$ cat src/rtl/rsti_pkg.sv
// Shared types, constants and helpers for the radix string-to-integer converter.
package rsti_pkg;

    // Datapath sizes
    localparam int VALUE_BITS   = 64;
    localparam int OFFSET_BITS  = 16;
    localparam int OUT_VALUE_W  = 64;
    localparam int OUT_OFFSET_W = 16;
    localparam int CHR_BITS     = 8;
    localparam int BASE_BITS    = 6;
    localparam int STATUS_BITS  = 2;

    // Token queue between front and back
    localparam int QUEUE_DEPTH  = 2;
    localparam int QPTR_BITS    = $clog2(QUEUE_DEPTH);

    // Configuration port
    localparam int PADDR_BITS   = 3;
    localparam int PDATA_BITS   = 32;
    localparam logic [PADDR_BITS-3:0] REG_RADIX = '0;
    localparam logic [BASE_BITS-1:0]  RADIX_RESET = BASE_BITS'(10);

    // Character codes and bases
    localparam logic [CHR_BITS-1:0] CH_NUL   = 8'h00;
    localparam logic [CHR_BITS-1:0] CH_TAB   = 8'h09;
    localparam logic [CHR_BITS-1:0] CH_CR    = 8'h0D;
    localparam logic [CHR_BITS-1:0] CH_SPACE = 8'h20;
    localparam logic [CHR_BITS-1:0] CH_PLUS  = 8'h2B;
    localparam logic [CHR_BITS-1:0] CH_MINUS = 8'h2D;
    localparam logic [CHR_BITS-1:0] CH_0     = 8'h30;
    localparam logic [CHR_BITS-1:0] CH_9     = 8'h39;
    localparam logic [CHR_BITS-1:0] CH_UA    = 8'h41;
    localparam logic [CHR_BITS-1:0] CH_UZ    = 8'h5A;
    localparam logic [CHR_BITS-1:0] CH_UX    = 8'h58;
    localparam logic [CHR_BITS-1:0] CH_LA    = 8'h61;
    localparam logic [CHR_BITS-1:0] CH_LZ    = 8'h7A;
    localparam logic [CHR_BITS-1:0] CH_LX    = 8'h78;

    localparam logic [BASE_BITS-1:0] BASE_AUTO = BASE_BITS'(0);
    localparam logic [BASE_BITS-1:0] BASE_ONE  = BASE_BITS'(1);
    localparam logic [BASE_BITS-1:0] BASE_OCT  = BASE_BITS'(8);
    localparam logic [BASE_BITS-1:0] BASE_DEC  = BASE_BITS'(10);
    localparam logic [BASE_BITS-1:0] BASE_HEX  = BASE_BITS'(16);
    localparam logic [BASE_BITS-1:0] BASE_MAX  = BASE_BITS'(36);
    localparam logic [BASE_BITS-1:0] DIGIT_NONE = '1;

    // Parse phase
    typedef enum logic [2:0] {
        PH_WS,
        PH_AFTER_SIGN,
        PH_ZERO,
        PH_NEED_DIGIT,
        PH_DIGITS,
        PH_ERROR
    } phase_t;

    // Result status
    typedef enum logic [STATUS_BITS-1:0] {
        ST_OK,
        ST_BAD_RADIX,
        ST_BAD_CHAR,
        ST_NO_DIGITS
    } status_t;

    // Classified byte handed from front to back
    typedef struct packed {
        logic                   term;
        logic                   ws;
        logic                   minus;
        logic                   plus;
        logic                   zero;
        logic                   hex_x;
        logic [BASE_BITS-1:0]   digit;
        logic [OFFSET_BITS-1:0] pos;
    } token_t;

    // Digit value of a byte, DIGIT_NONE when not alphanumeric
    function automatic logic [BASE_BITS-1:0] digit_of(input logic [CHR_BITS-1:0] c);
        logic [BASE_BITS-1:0] d;
        d = DIGIT_NONE;
        if (c >= CH_0 && c <= CH_9)
            d = BASE_BITS'(c - CH_0);
        else if (c >= CH_LA && c <= CH_LZ)
            d = BASE_BITS'(c - CH_LA) + BASE_DEC;
        else if (c >= CH_UA && c <= CH_UZ)
            d = BASE_BITS'(c - CH_UA) + BASE_DEC;
        return d;
    endfunction

    // Low bits of the position, zero-extended when the counter is narrow
    function automatic logic [OUT_OFFSET_W-1:0] offset_out(input logic [OFFSET_BITS-1:0] p);
        logic [OFFSET_BITS+OUT_OFFSET_W-1:0] ext;
        ext = {{OUT_OFFSET_W{1'b0}}, p};
        return ext[OUT_OFFSET_W-1:0];
    endfunction

    // Sign-extend the wrapped value to the result width
    function automatic logic [OUT_VALUE_W-1:0] value_out(input logic [VALUE_BITS-1:0] v);
        logic [VALUE_BITS+OUT_VALUE_W-1:0] ext;
        ext = {{OUT_VALUE_W{v[VALUE_BITS-1]}}, v};
        return ext[OUT_VALUE_W-1:0];
    endfunction

endpackage

$ cat src/rtl/rsti_front.sv
// Front end: accepts string bytes, classifies them and tracks the byte position.
module rsti_front (
    input  logic                           aclk,
    input  logic                           aresetn,
    input  logic                           s_valid,
    output logic                           s_ready,
    input  logic [rsti_pkg::CHR_BITS-1:0]  s_chr,
    input  logic                           q_full,
    output logic                           q_push,
    output rsti_pkg::token_t               q_token
);
    import rsti_pkg::*;

    logic [OFFSET_BITS-1:0] pos_reg;
    logic [OFFSET_BITS-1:0] pos_next;

    assign s_ready = !q_full;
    assign q_push  = s_valid && !q_full;

    // Byte classification
    always_comb begin
        q_token.term  = (s_chr == CH_NUL);
        q_token.ws    = (s_chr >= CH_TAB && s_chr <= CH_CR) || (s_chr == CH_SPACE);
        q_token.minus = (s_chr == CH_MINUS);
        q_token.plus  = (s_chr == CH_PLUS);
        q_token.zero  = (s_chr == CH_0);
        q_token.hex_x = (s_chr == CH_LX) || (s_chr == CH_UX);
        q_token.digit = digit_of(s_chr);
        q_token.pos   = pos_reg;
    end

    // Position counter: saturates, restarts after the terminator
    always_comb begin
        pos_next = pos_reg;
        if (q_push) begin
            if (q_token.term)
                pos_next = '0;
            else if (pos_reg != {OFFSET_BITS{1'b1}})
                pos_next = pos_reg + OFFSET_BITS'(1);
        end
    end

    always_ff @(posedge aclk) begin
        if (!aresetn)
            pos_reg <= '0;
        else
            pos_reg <= pos_next;
    end

endmodule

$ cat src/rtl/rsti_queue.sv
// Two-entry token queue between the front end and the parser.
module rsti_queue (
    input  logic             aclk,
    input  logic             aresetn,
    input  logic             push,
    input  rsti_pkg::token_t push_token,
    output logic             full,
    input  logic             pop,
    output logic             not_empty,
    output rsti_pkg::token_t head
);
    import rsti_pkg::*;

    token_t                 entry_reg [QUEUE_DEPTH];
    logic [QPTR_BITS-1:0]   wr_ptr_reg;
    logic [QPTR_BITS-1:0]   wr_ptr_next;
    logic [QPTR_BITS-1:0]   rd_ptr_reg;
    logic [QPTR_BITS-1:0]   rd_ptr_next;
    logic [QPTR_BITS:0]     count_reg;
    logic [QPTR_BITS:0]     count_next;

    assign full      = (count_reg == (QPTR_BITS+1)'(QUEUE_DEPTH));
    assign not_empty = (count_reg != '0);
    assign head      = entry_reg[rd_ptr_reg];

    // Pointer and fill count
    always_comb begin
        wr_ptr_next = wr_ptr_reg;
        rd_ptr_next = rd_ptr_reg;
        count_next  = count_reg;
        if (push) begin
            wr_ptr_next = (wr_ptr_reg == QPTR_BITS'(QUEUE_DEPTH-1)) ? '0
                                                                    : wr_ptr_reg + QPTR_BITS'(1);
        end
        if (pop) begin
            rd_ptr_next = (rd_ptr_reg == QPTR_BITS'(QUEUE_DEPTH-1)) ? '0
                                                                    : rd_ptr_reg + QPTR_BITS'(1);
        end
        if (push && !pop)
            count_next = count_reg + (QPTR_BITS+1)'(1);
        else if (pop && !push)
            count_next = count_reg - (QPTR_BITS+1)'(1);
    end

    always_ff @(posedge aclk) begin
        if (!aresetn) begin
            wr_ptr_reg <= '0;
            rd_ptr_reg <= '0;
            count_reg  <= '0;
        end else begin
            wr_ptr_reg <= wr_ptr_next;
            rd_ptr_reg <= rd_ptr_next;
            count_reg  <= count_next;
        end
    end

    // Entry storage
    always_ff @(posedge aclk) begin
        if (push)
            entry_reg[wr_ptr_reg] <= push_token;
    end

endmodule

$ cat src/rtl/rsti_back.sv
// Parser back end: sign/prefix state machine, multiply-add accumulator, result register.
module rsti_back (
    input  logic                               aclk,
    input  logic                               aresetn,
    input  logic [rsti_pkg::BASE_BITS-1:0]     radix,
    input  logic                               q_not_empty,
    input  rsti_pkg::token_t                   q_head,
    output logic                               q_pop,
    output logic                               m_valid,
    input  logic                               m_ready,
    output logic signed [rsti_pkg::OUT_VALUE_W-1:0]  m_value,
    output logic [rsti_pkg::STATUS_BITS-1:0]   m_status,
    output logic [rsti_pkg::OUT_OFFSET_W-1:0]  m_end_offset
);
    import rsti_pkg::*;

    // String state
    phase_t                 phase_reg, phase_next;
    logic                   neg_reg, neg_next;
    logic [VALUE_BITS-1:0]  acc_reg, acc_next;
    logic [BASE_BITS-1:0]   base_reg, base_next;
    status_t                err_reg, err_next;
    logic [OFFSET_BITS-1:0] errpos_reg, errpos_next;

    // Result register
    logic                    m_valid_reg, m_valid_next;
    logic [OUT_VALUE_W-1:0]  m_value_reg, m_value_next;
    status_t                 m_status_reg, m_status_next;
    logic [OUT_OFFSET_W-1:0] m_end_offset_reg, m_end_offset_next;

    // State after radix sampling at the first byte
    logic                   first;
    logic                   radix_bad;
    phase_t                 phase_cur;
    logic [BASE_BITS-1:0]   base_cur;
    status_t                err_cur;
    logic [OFFSET_BITS-1:0] errpos_cur;

    logic                   out_free;
    logic                   digit_take;
    logic [BASE_BITS-1:0]   digit_base;
    logic [VALUE_BITS-1:0]  mac;
    logic [VALUE_BITS-1:0]  signed_acc;

    assign out_free = !m_valid_reg || m_ready;
    assign q_pop    = q_not_empty && (!q_head.term || out_free);

    assign first     = (q_head.pos == '0);
    assign radix_bad = (radix == BASE_ONE) || (radix > BASE_MAX);

    always_comb begin
        phase_cur  = phase_reg;
        base_cur   = base_reg;
        err_cur    = err_reg;
        errpos_cur = errpos_reg;
        if (first) begin
            base_cur = radix;
            if (radix_bad) begin
                phase_cur  = PH_ERROR;
                err_cur    = ST_BAD_RADIX;
                errpos_cur = '0;
            end
        end
    end

    // Next-state logic
    always_comb begin
        logic start;
        logic digit_en;
        start       = 1'b0;
        digit_en    = 1'b0;
        digit_base  = base_cur;
        digit_take  = 1'b0;
        phase_next  = phase_reg;
        neg_next    = neg_reg;
        base_next   = base_reg;
        err_next    = err_reg;
        errpos_next = errpos_reg;
        if (q_pop) begin
            if (q_head.term) begin
                phase_next  = PH_WS;
                neg_next    = 1'b0;
                base_next   = '0;
                err_next    = ST_OK;
                errpos_next = '0;
            end else begin
                phase_next  = phase_cur;
                base_next   = base_cur;
                err_next    = err_cur;
                errpos_next = errpos_cur;
                unique case (phase_cur)
                    PH_WS: begin
                        if (q_head.ws) begin
                            phase_next = PH_WS;
                        end else if (q_head.minus) begin
                            neg_next   = 1'b1;
                            phase_next = PH_AFTER_SIGN;
                        end else if (q_head.plus) begin
                            phase_next = PH_AFTER_SIGN;
                        end else begin
                            start = 1'b1;
                        end
                    end
                    PH_AFTER_SIGN: begin
                        start = 1'b1;
                    end
                    PH_ZERO: begin
                        if (q_head.hex_x) begin
                            base_next  = BASE_HEX;
                            phase_next = PH_NEED_DIGIT;
                        end else begin
                            digit_en   = 1'b1;
                            digit_base = (base_cur == BASE_AUTO) ? BASE_OCT : base_cur;
                        end
                    end
                    PH_NEED_DIGIT, PH_DIGITS: begin
                        digit_en = 1'b1;
                    end
                    default: begin
                        phase_next = phase_cur;
                    end
                endcase
                // Leading zero in auto or hex mode may open a prefix
                if (start) begin
                    if (q_head.zero && (base_cur == BASE_AUTO || base_cur == BASE_HEX)) begin
                        phase_next = PH_ZERO;
                    end else begin
                        digit_en   = 1'b1;
                        digit_base = (base_cur == BASE_AUTO) ? BASE_DEC : base_cur;
                    end
                end
                if (digit_en) begin
                    if (q_head.digit >= digit_base) begin
                        phase_next  = PH_ERROR;
                        err_next    = ST_BAD_CHAR;
                        errpos_next = q_head.pos;
                    end else begin
                        digit_take = 1'b1;
                        phase_next = PH_DIGITS;
                        base_next  = digit_base;
                    end
                end
            end
        end
    end

    // Accumulator and result datapath
    assign mac        = acc_reg * VALUE_BITS'(digit_base) + VALUE_BITS'(q_head.digit);
    assign signed_acc = neg_reg ? (VALUE_BITS'(0) - acc_reg) : acc_reg;

    always_comb begin
        acc_next          = acc_reg;
        m_valid_next      = m_valid_reg && !m_ready;
        m_value_next      = m_value_reg;
        m_status_next     = m_status_reg;
        m_end_offset_next = m_end_offset_reg;
        if (q_pop) begin
            if (q_head.term) begin
                acc_next     = '0;
                m_valid_next = 1'b1;
                if (phase_cur == PH_ERROR) begin
                    m_value_next      = '0;
                    m_status_next     = err_cur;
                    m_end_offset_next = offset_out(errpos_cur);
                end else if (phase_cur == PH_ZERO || phase_cur == PH_DIGITS) begin
                    m_value_next      = value_out(signed_acc);
                    m_status_next     = ST_OK;
                    m_end_offset_next = offset_out(q_head.pos);
                end else begin
                    m_value_next      = '0;
                    m_status_next     = ST_NO_DIGITS;
                    m_end_offset_next = offset_out(q_head.pos);
                end
            end else if (digit_take) begin
                acc_next = mac;
            end
        end
    end

    always_ff @(posedge aclk) begin
        if (!aresetn) begin
            phase_reg   <= PH_WS;
            neg_reg     <= 1'b0;
            acc_reg     <= '0;
            base_reg    <= '0;
            err_reg     <= ST_OK;
            errpos_reg  <= '0;
            m_valid_reg <= 1'b0;
        end else begin
            phase_reg   <= phase_next;
            neg_reg     <= neg_next;
            acc_reg     <= acc_next;
            base_reg    <= base_next;
            err_reg     <= err_next;
            errpos_reg  <= errpos_next;
            m_valid_reg <= m_valid_next;
        end
    end

    always_ff @(posedge aclk) begin
        m_value_reg      <= m_value_next;
        m_status_reg     <= m_status_next;
        m_end_offset_reg <= m_end_offset_next;
    end

    assign m_valid      = m_valid_reg;
    assign m_value      = m_value_reg;
    assign m_status     = m_status_reg;
    assign m_end_offset = m_end_offset_reg;

endmodule

$ cat src/rtl/radix_string_to_integer.sv
// Top level: streaming string-to-integer converter with radix register.
// Throughput: one string byte per cycle. A terminator waits while the output register holds
// an untaken result; input stalls once the two-entry queue fills. Multiply-add sets clock path.
// Result path: the terminating zero byte is written into the queue, and the parser moves its
// result into the output register when that register is free to take it.
// Reset (aresetn low, synchronous): radix returns to 10, string state, queue and output valid cleared.
module radix_string_to_integer (
    input  logic                                     aclk,
    input  logic                                     aresetn,
    // Configuration port
    input  logic                                     psel,
    input  logic                                     penable,
    input  logic                                     pwrite,
    input  logic [rsti_pkg::PADDR_BITS-1:0]          paddr,
    input  logic [rsti_pkg::PDATA_BITS-1:0]          pwdata,
    output logic [rsti_pkg::PDATA_BITS-1:0]          prdata,
    output logic                                     pready,
    // Input bytes
    input  logic                                     s_valid,
    output logic                                     s_ready,
    input  logic [rsti_pkg::CHR_BITS-1:0]            s_chr,
    // Results
    output logic                                     m_valid,
    input  logic                                     m_ready,
    output logic signed [rsti_pkg::OUT_VALUE_W-1:0]  m_value,
    output logic [rsti_pkg::STATUS_BITS-1:0]         m_status,
    output logic [rsti_pkg::OUT_OFFSET_W-1:0]        m_end_offset
);
    import rsti_pkg::*;

    logic [BASE_BITS-1:0] radix_reg;
    logic [BASE_BITS-1:0] radix_next;
    logic                 radix_sel;

    logic   q_push;
    logic   q_pop;
    logic   q_full;
    logic   q_not_empty;
    token_t q_in_token;
    token_t q_head;

    // Register file: radix only
    assign pready    = 1'b1;
    assign radix_sel = (paddr[PADDR_BITS-1:2] == REG_RADIX);
    assign prdata    = radix_sel ? PDATA_BITS'(radix_reg) : '0;

    always_comb begin
        radix_next = radix_reg;
        if (psel && penable && pwrite && pready && radix_sel)
            radix_next = pwdata[BASE_BITS-1:0];
    end

    always_ff @(posedge aclk) begin
        if (!aresetn)
            radix_reg <= RADIX_RESET;
        else
            radix_reg <= radix_next;
    end

    rsti_front u_front (
        .aclk    (aclk),
        .aresetn (aresetn),
        .s_valid (s_valid),
        .s_ready (s_ready),
        .s_chr   (s_chr),
        .q_full  (q_full),
        .q_push  (q_push),
        .q_token (q_in_token)
    );

    rsti_queue u_queue (
        .aclk       (aclk),
        .aresetn    (aresetn),
        .push       (q_push),
        .push_token (q_in_token),
        .full       (q_full),
        .pop        (q_pop),
        .not_empty  (q_not_empty),
        .head       (q_head)
    );

    rsti_back u_back (
        .aclk         (aclk),
        .aresetn      (aresetn),
        .radix        (radix_reg),
        .q_not_empty  (q_not_empty),
        .q_head       (q_head),
        .q_pop        (q_pop),
        .m_valid      (m_valid),
        .m_ready      (m_ready),
        .m_value      (m_value),
        .m_status     (m_status),
        .m_end_offset (m_end_offset)
    );

endmodule

$ cat config.mk
export PLATFORM = sky130hd
export DESIGN_NAME = radix_string_to_integer
export DESIGN_NICKNAME = d
export VERILOG_FILES = /design/src/rtl/rsti_pkg.sv /design/src/rtl/rsti_front.sv /design/src/rtl/rsti_queue.sv /design/src/rtl/rsti_back.sv /design/src/rtl/radix_string_to_integer.sv
export SDC_FILE = /design/constraint.sdc
export NUM_CORES = 1
export LEC_CHECK = 0
export BUFFER_PORTS_ARGS = -buffer_cell sky130_fd_sc_hd__buf_2
export CAP_MARGIN = 20
export CORE_ASPECT_RATIO = 2
export CORE_MARGIN = 5
export CORE_UTILIZATION = 35
export DETAILED_ROUTE_END_ITERATION = 6
export GPL_ROUTABILITY_DRIVEN = 0
export PLACE_DENSITY = 0.61
export SYNTH_ARGS = -nofsm -noshare
export SYNTH_HDL_FRONTEND = slang
export SYNTH_SLANG_ARGS = --single-unit
$ cat constraint.sdc
create_clock -name aclk -period 17.7 [get_ports aclk]
set_clock_uncertainty 0.1 [all_clocks]
set_input_delay 2.655 -clock aclk [delete_from_list [all_inputs] [get_ports aclk]]
set_output_delay 2.655 -clock aclk [all_outputs]
set_load 0.005 [all_outputs]
Yosys cells after proc, flatten, opt, wreduce, memory -nomap -nowiden
Memory sizes are Yosys's and may differ from the RTL's. A register that Yosys moved wholly into a read port is not among the register bits. Index checks and enable logic that the tools add are counted.

$add $sub $neg: 12. Multiply operators: 1. Magnitude comparators: 10. Eq/ne operators: 16. Multiplexer cells: 80. Bitwise logic cells: 2. Reduce and logical (&&, ||, !) cells: 42.

Operator list (number): 64-bit two-way mux (3); 16-bit two-way mux (8); 6-bit two-way mux (20); 64-bit by 6-bit adder with 64-bit output (1); 64-bit by 6-bit multiplier with 64-bit output (1); 1-bit by 64-bit subtractor with 64-bit output (first input constant) (1); 8-bit by 6-bit == test with 1-bit output (second input constant) (4); 3-bit two-way mux (10); 1-bit two-way mux (27); 2-bit two-way mux (9); 16-bit by 1-bit adder with 16-bit output (second input constant) (1); 8-bit by 7-bit == test with 1-bit output (second input constant) (2); 8-bit by 7-bit greater-or-equal comparator with 1-bit output (second input constant) (2); 8-bit by 7-bit <= comparator with 1-bit output (second input constant) (2); 16-bit zero test (1); 16-bit != test (second input constant) (1); 1-bit logical AND (13); 6-bit by 4-bit adder with 6-bit output (second input constant) (2); 2-bit nonzero test (6); 6-bit subtractor (second input constant) (2); 8-bit by 4-bit greater-or-equal comparator with 1-bit output (second input constant) (1); 8-bit by 6-bit greater-or-equal comparator with 1-bit output (second input constant) (1); 8-bit by 4-bit <= comparator with 1-bit output (second input constant) (1); 8-bit by 6-bit <= comparator with 1-bit output (second input constant) (1); 24 further kinds (43).

Register bits: 201. Bits in writable memories: 56. Input port bits: 50. Output and inout port bits: 117. Word-level logic and storage cells: 179. Memories kept: 1.

Memories: u_queue.entry_reg (words 2, bits a word 28, read ports 1, clocked after Yosys merged registers in 1, write ports 1, RTL line rsti_queue.sv:14) `token_t entry_reg [QUEUE_DEPTH];`.

Logic depth before layout (Yosys ltp)
Depth after elaboration: 18. Gate-level depth with buffers: 30. Depth with buffers taken out: 28.

Modules after synthesis
Synthesis repeated with hierarchy kept, for this count alone.

Cells, all modules: 2515. Area, all modules: 24220.7 µm².

Modules (own cells, without submodules): rsti_back (instances 1, cells each 2172, area an instance 20154.3 µm², sequential area each 4324.1 µm²); rsti_queue (instances 1, cells each 109, area an instance 2245.9 µm², sequential area each 1781.7 µm²); rsti_front (instances 1, cells each 172, area an instance 1297.5 µm², sequential area each 320.3 µm²); radix_string_to_integer (instances 1, cells each 62, area an instance 523.0 µm², sequential area each 120.1 µm²).

Worst setup path after synthesis
Ideal clock, no wire load.

Kind: register to register. Start: register (tool-made name). End: register u_back.acc_reg[53]. Setup time: 0.074 ns. Arrival: 7.306 ns. Data required time: 17.526 ns. Path slack: 10.220 ns. Stages on the path, launching flop included: 29. Buffers on the path: 3. Period minus slack after synthesis: 7.480 ns. Cells stage by stage: dfxtp_1 > clkbuf_1 > nor4b_1 > nand4_1 > a21oi_1 > clkbuf_1 > mux2i_1 > o21a_1 > clkbuf_1 > nand2b_1 > fa_1 > fa_1 > inv_1 > fa_1 > inv_1 > fa_1 > inv_1 > ha_1 > nand2_1 > a211oi_1 > o211ai_1 > nor2b_1 > o31a_1 > a211o_1 > o31a_1 > o31ai_1 > a41oi_1 > xor2_1 > o21ai_0.

RTL lines: to (signal assigned) (RTL line rsti_back.sv:192) `acc_reg <= acc_next;`; to (decl) (RTL line rsti_back.sv:20) `logic [VALUE_BITS-1:0] acc_reg, acc_next;`.

==> summary.txt <==
Worst setup path
  • Crit path top cell by count: fa_1
  • WP data required: 18.09 ns
  • Slowest cell on the critical path: a21oi_2
  • CP arrival: 9.66 ns
  • R2R setup slack: 8.43 ns
  • Slowest cell delay on critical path: 0.73 ns
  • CP max FO: 35
  • Crit path kind: reg2reg
  • Endpoint class of the critical path: register
  • CP Launch Type: register

Layout
  • Fillcell total: 6,681
  • Reg area: 6550 um^2
  • Diodes inserted: 0
  • Fin area: 25,900 um^2
  • Finished Core Util: 0.384
  • Share of post-route cells with drive strength above 1: 0.0894
  • Area Overhead vs Synth: 9.13%
  • Final nets: 2,866
  • Multi-input logic area: 16,300 um^2

Timing
  • Tcrit/Tclk final: 0.524
  • Fmax achieved: 0.108 GHz
  • RSZ-0062 raised after global routing: false
  • Max-slew violations: 0
  • Worst Tran Pin Value: 1.09 ns
  • Sum Neg Setup Slack: 0 ns
  • # setup viols final: 0
  • Worst hold slack: 0.388 ns
  • Final Critical Period: 9.27 ns
  • Rel. slew slack: 0.274
  • Worst setup margin: 8.43 ns
  • Final Hold Viols: 0

Die
  • Die area: 73,400 um^2
  • Chip height: 378 um
  • Core area: 67,400 um^2
  • Die width: 194 um
  • Rows: 135
  • Initial Util: 0.352
  • Top Ports: 167

Drt
  • Via Count: 17.4k
  • Antenna Violating Nets Remaining: 0
  • DRC violations left: 0
  • Average wire per standard cell: 17.4 um
  • Final wirelength: 58,300 um
  • Drt pass-1 iters: 5
  • DR vias/cell: 5.21
  • DR iter-0 viols: 788

Synth
  • Mapped Area: 23,700 um^2
  • Synth top area share: 0.203
  • Synth warn: 0
  • Mean Syn Cell Area: 9.76 um^2
  • Main synth FF type: edfxtp_1
  • Async SR Flop Fraction: 0
  • Dominant cell type by area after synthesis: fa_1
  • Yosys cell types: 70
  • Number of synthesized flops with an enable pin: 138
  • Seq/Total Area, Yosys: 0.276
  • #FFs+latches synth: 258
  • Top cells by count, synth: and2_1 (291), fa_1 (240), nor2_1 (156)
  • Ranking of synthesized cells by area: fa_1 (20%), edfxtp_1 (17%), dfxtp_1 (10%)
  • Post-synthesis instance total: 2,429
  • Count leader, synth: and2_1

Global route
  • Antenna violations before repair: 2
  • GRT Total Usage: 0.158
  • Grt total ovfl: 0
  • First-pass GRT wire length: 97,100 um
  • Pin count of the biggest net entering global routing: 67
  • Vias in the first global route: 18.0k

Clock network
  • CTS tree: done
  • PostCTS Resize Cnt: 0
  • Clock slew at reported path FFs: 0.07 ns
  • Post-CTS Hold Fix Bufs: 0
  • Worst-skew pair later-pin latency: 0.59 ns
  • H-tree depth: 1
  • Num CTS Buffers: 28
  • # Post-CTS Setup Buffers: 0
  • Clock sinks: 258
  • Clk root buf: clkbuf_16
  • Maximum clock path buffer count: 3

Pwr
  • Leakage: 11.4 nW
  • Power Density: 70.0 nW/um^2
  • Peak VDD IR: 0.0755 mV

Job
  • Max-Cap Viols: 0

Place
  • Port bufs: 111
  • Placed Area: 24,900 um^2
  • Pre-CTS WS: 8.51 ns
  • DP Wirelength: 41,700 um

Worst hold path
  • Min-delay worst type: reg2reg

Status
  • Status: completed
-- stage by stage --
stage	cells	total power, mW
floorplan	2454	1.02
global placement	3288	1.18
finish	3341	1.81
global route	3341	1.90
detailed placement	3288	1.18
CTS	3340	1.84
-- final cells by class --
cell class                 instances  share of cell area
sequential                       258               0.253
tap                              890              0.0430
inverter                          61             0.00885
clock inverter                    20             0.00962
multi-input combinational       1948               0.628
clock buffer                      32              0.0293
timing repair buffer             132              0.0279
-- metal layers --
metal	part of all wire	wire [um]	global-route usage
met5	0	0	0
met4	0.019	1140	0.0380
met1	0.47	27500	0.226
met3	0.043	2500	0.0153
met2	0.46	27100	0.261
-- final timing paths --
path              cells past startpoint               start                  to
setup / recovery                     28            register  u_back.acc_reg[53]
hold / removal                        2  u_back.acc_reg[63]  u_back.acc_reg[63]
setup reg to reg                     28            register  u_back.acc_reg[53]
hold reg to reg                       2  u_back.acc_reg[63]  u_back.acc_reg[63]
-- layout by cell type, fill, tap and decap left out, drive strengths merged, types with 37 or more instances in the layout --
cell type / n
inv: 63
o21ai: 108
and2: 291
nand3: 45
ha: 147
mux2i: 37
dfxtp: 120
nand2: 137
xor2: 94
nor2b: 140
fa: 240
edfxtp: 138
xnor2: 56
nor2: 156
a22oi: 45
buf: 132
a21oi: 101
-- critical path, delay by kind of cell, from the launching register on --
family / cells / cell delay (ns)
AO/OA/AOI/OAI: 11 / 4.13
XOR/XNOR: 1 / 0.21
adder cells (fa/ha/maj): 5 / 2.39
buffers and inverters: 4 / 0.45
flip-flops: 1 / 0.32
multiplexers: 1 / 0.41
AND/OR/NAND/NOR: 6 / 1.17
-- cell families after synthesis --
logic type,count (synthesis),share of synthesized area
flip-flops,258,0.276
other,2,0.000317
AO/OA/AOI/OAI,416,0.112
AND/OR/NAND/NOR,922,0.212
XOR/XNOR,150,0.0554
multiplexers,46,0.0199
buffers and inverters,248,0.0439
adder cells (fa/ha/maj),387,0.280
-- power breakdown --
part | switching, mW | leakage (nW) | internal (mW)
combinational | 0.278 | 8.62 | 0.126
sequential | 0.0345 | 2.27 | 0.726
clock | 0.266 | 0.488 | 0.383
total | 0.578 | 11.4 | 1.23
Note: power is estimated with default switching activity, not from simulation.
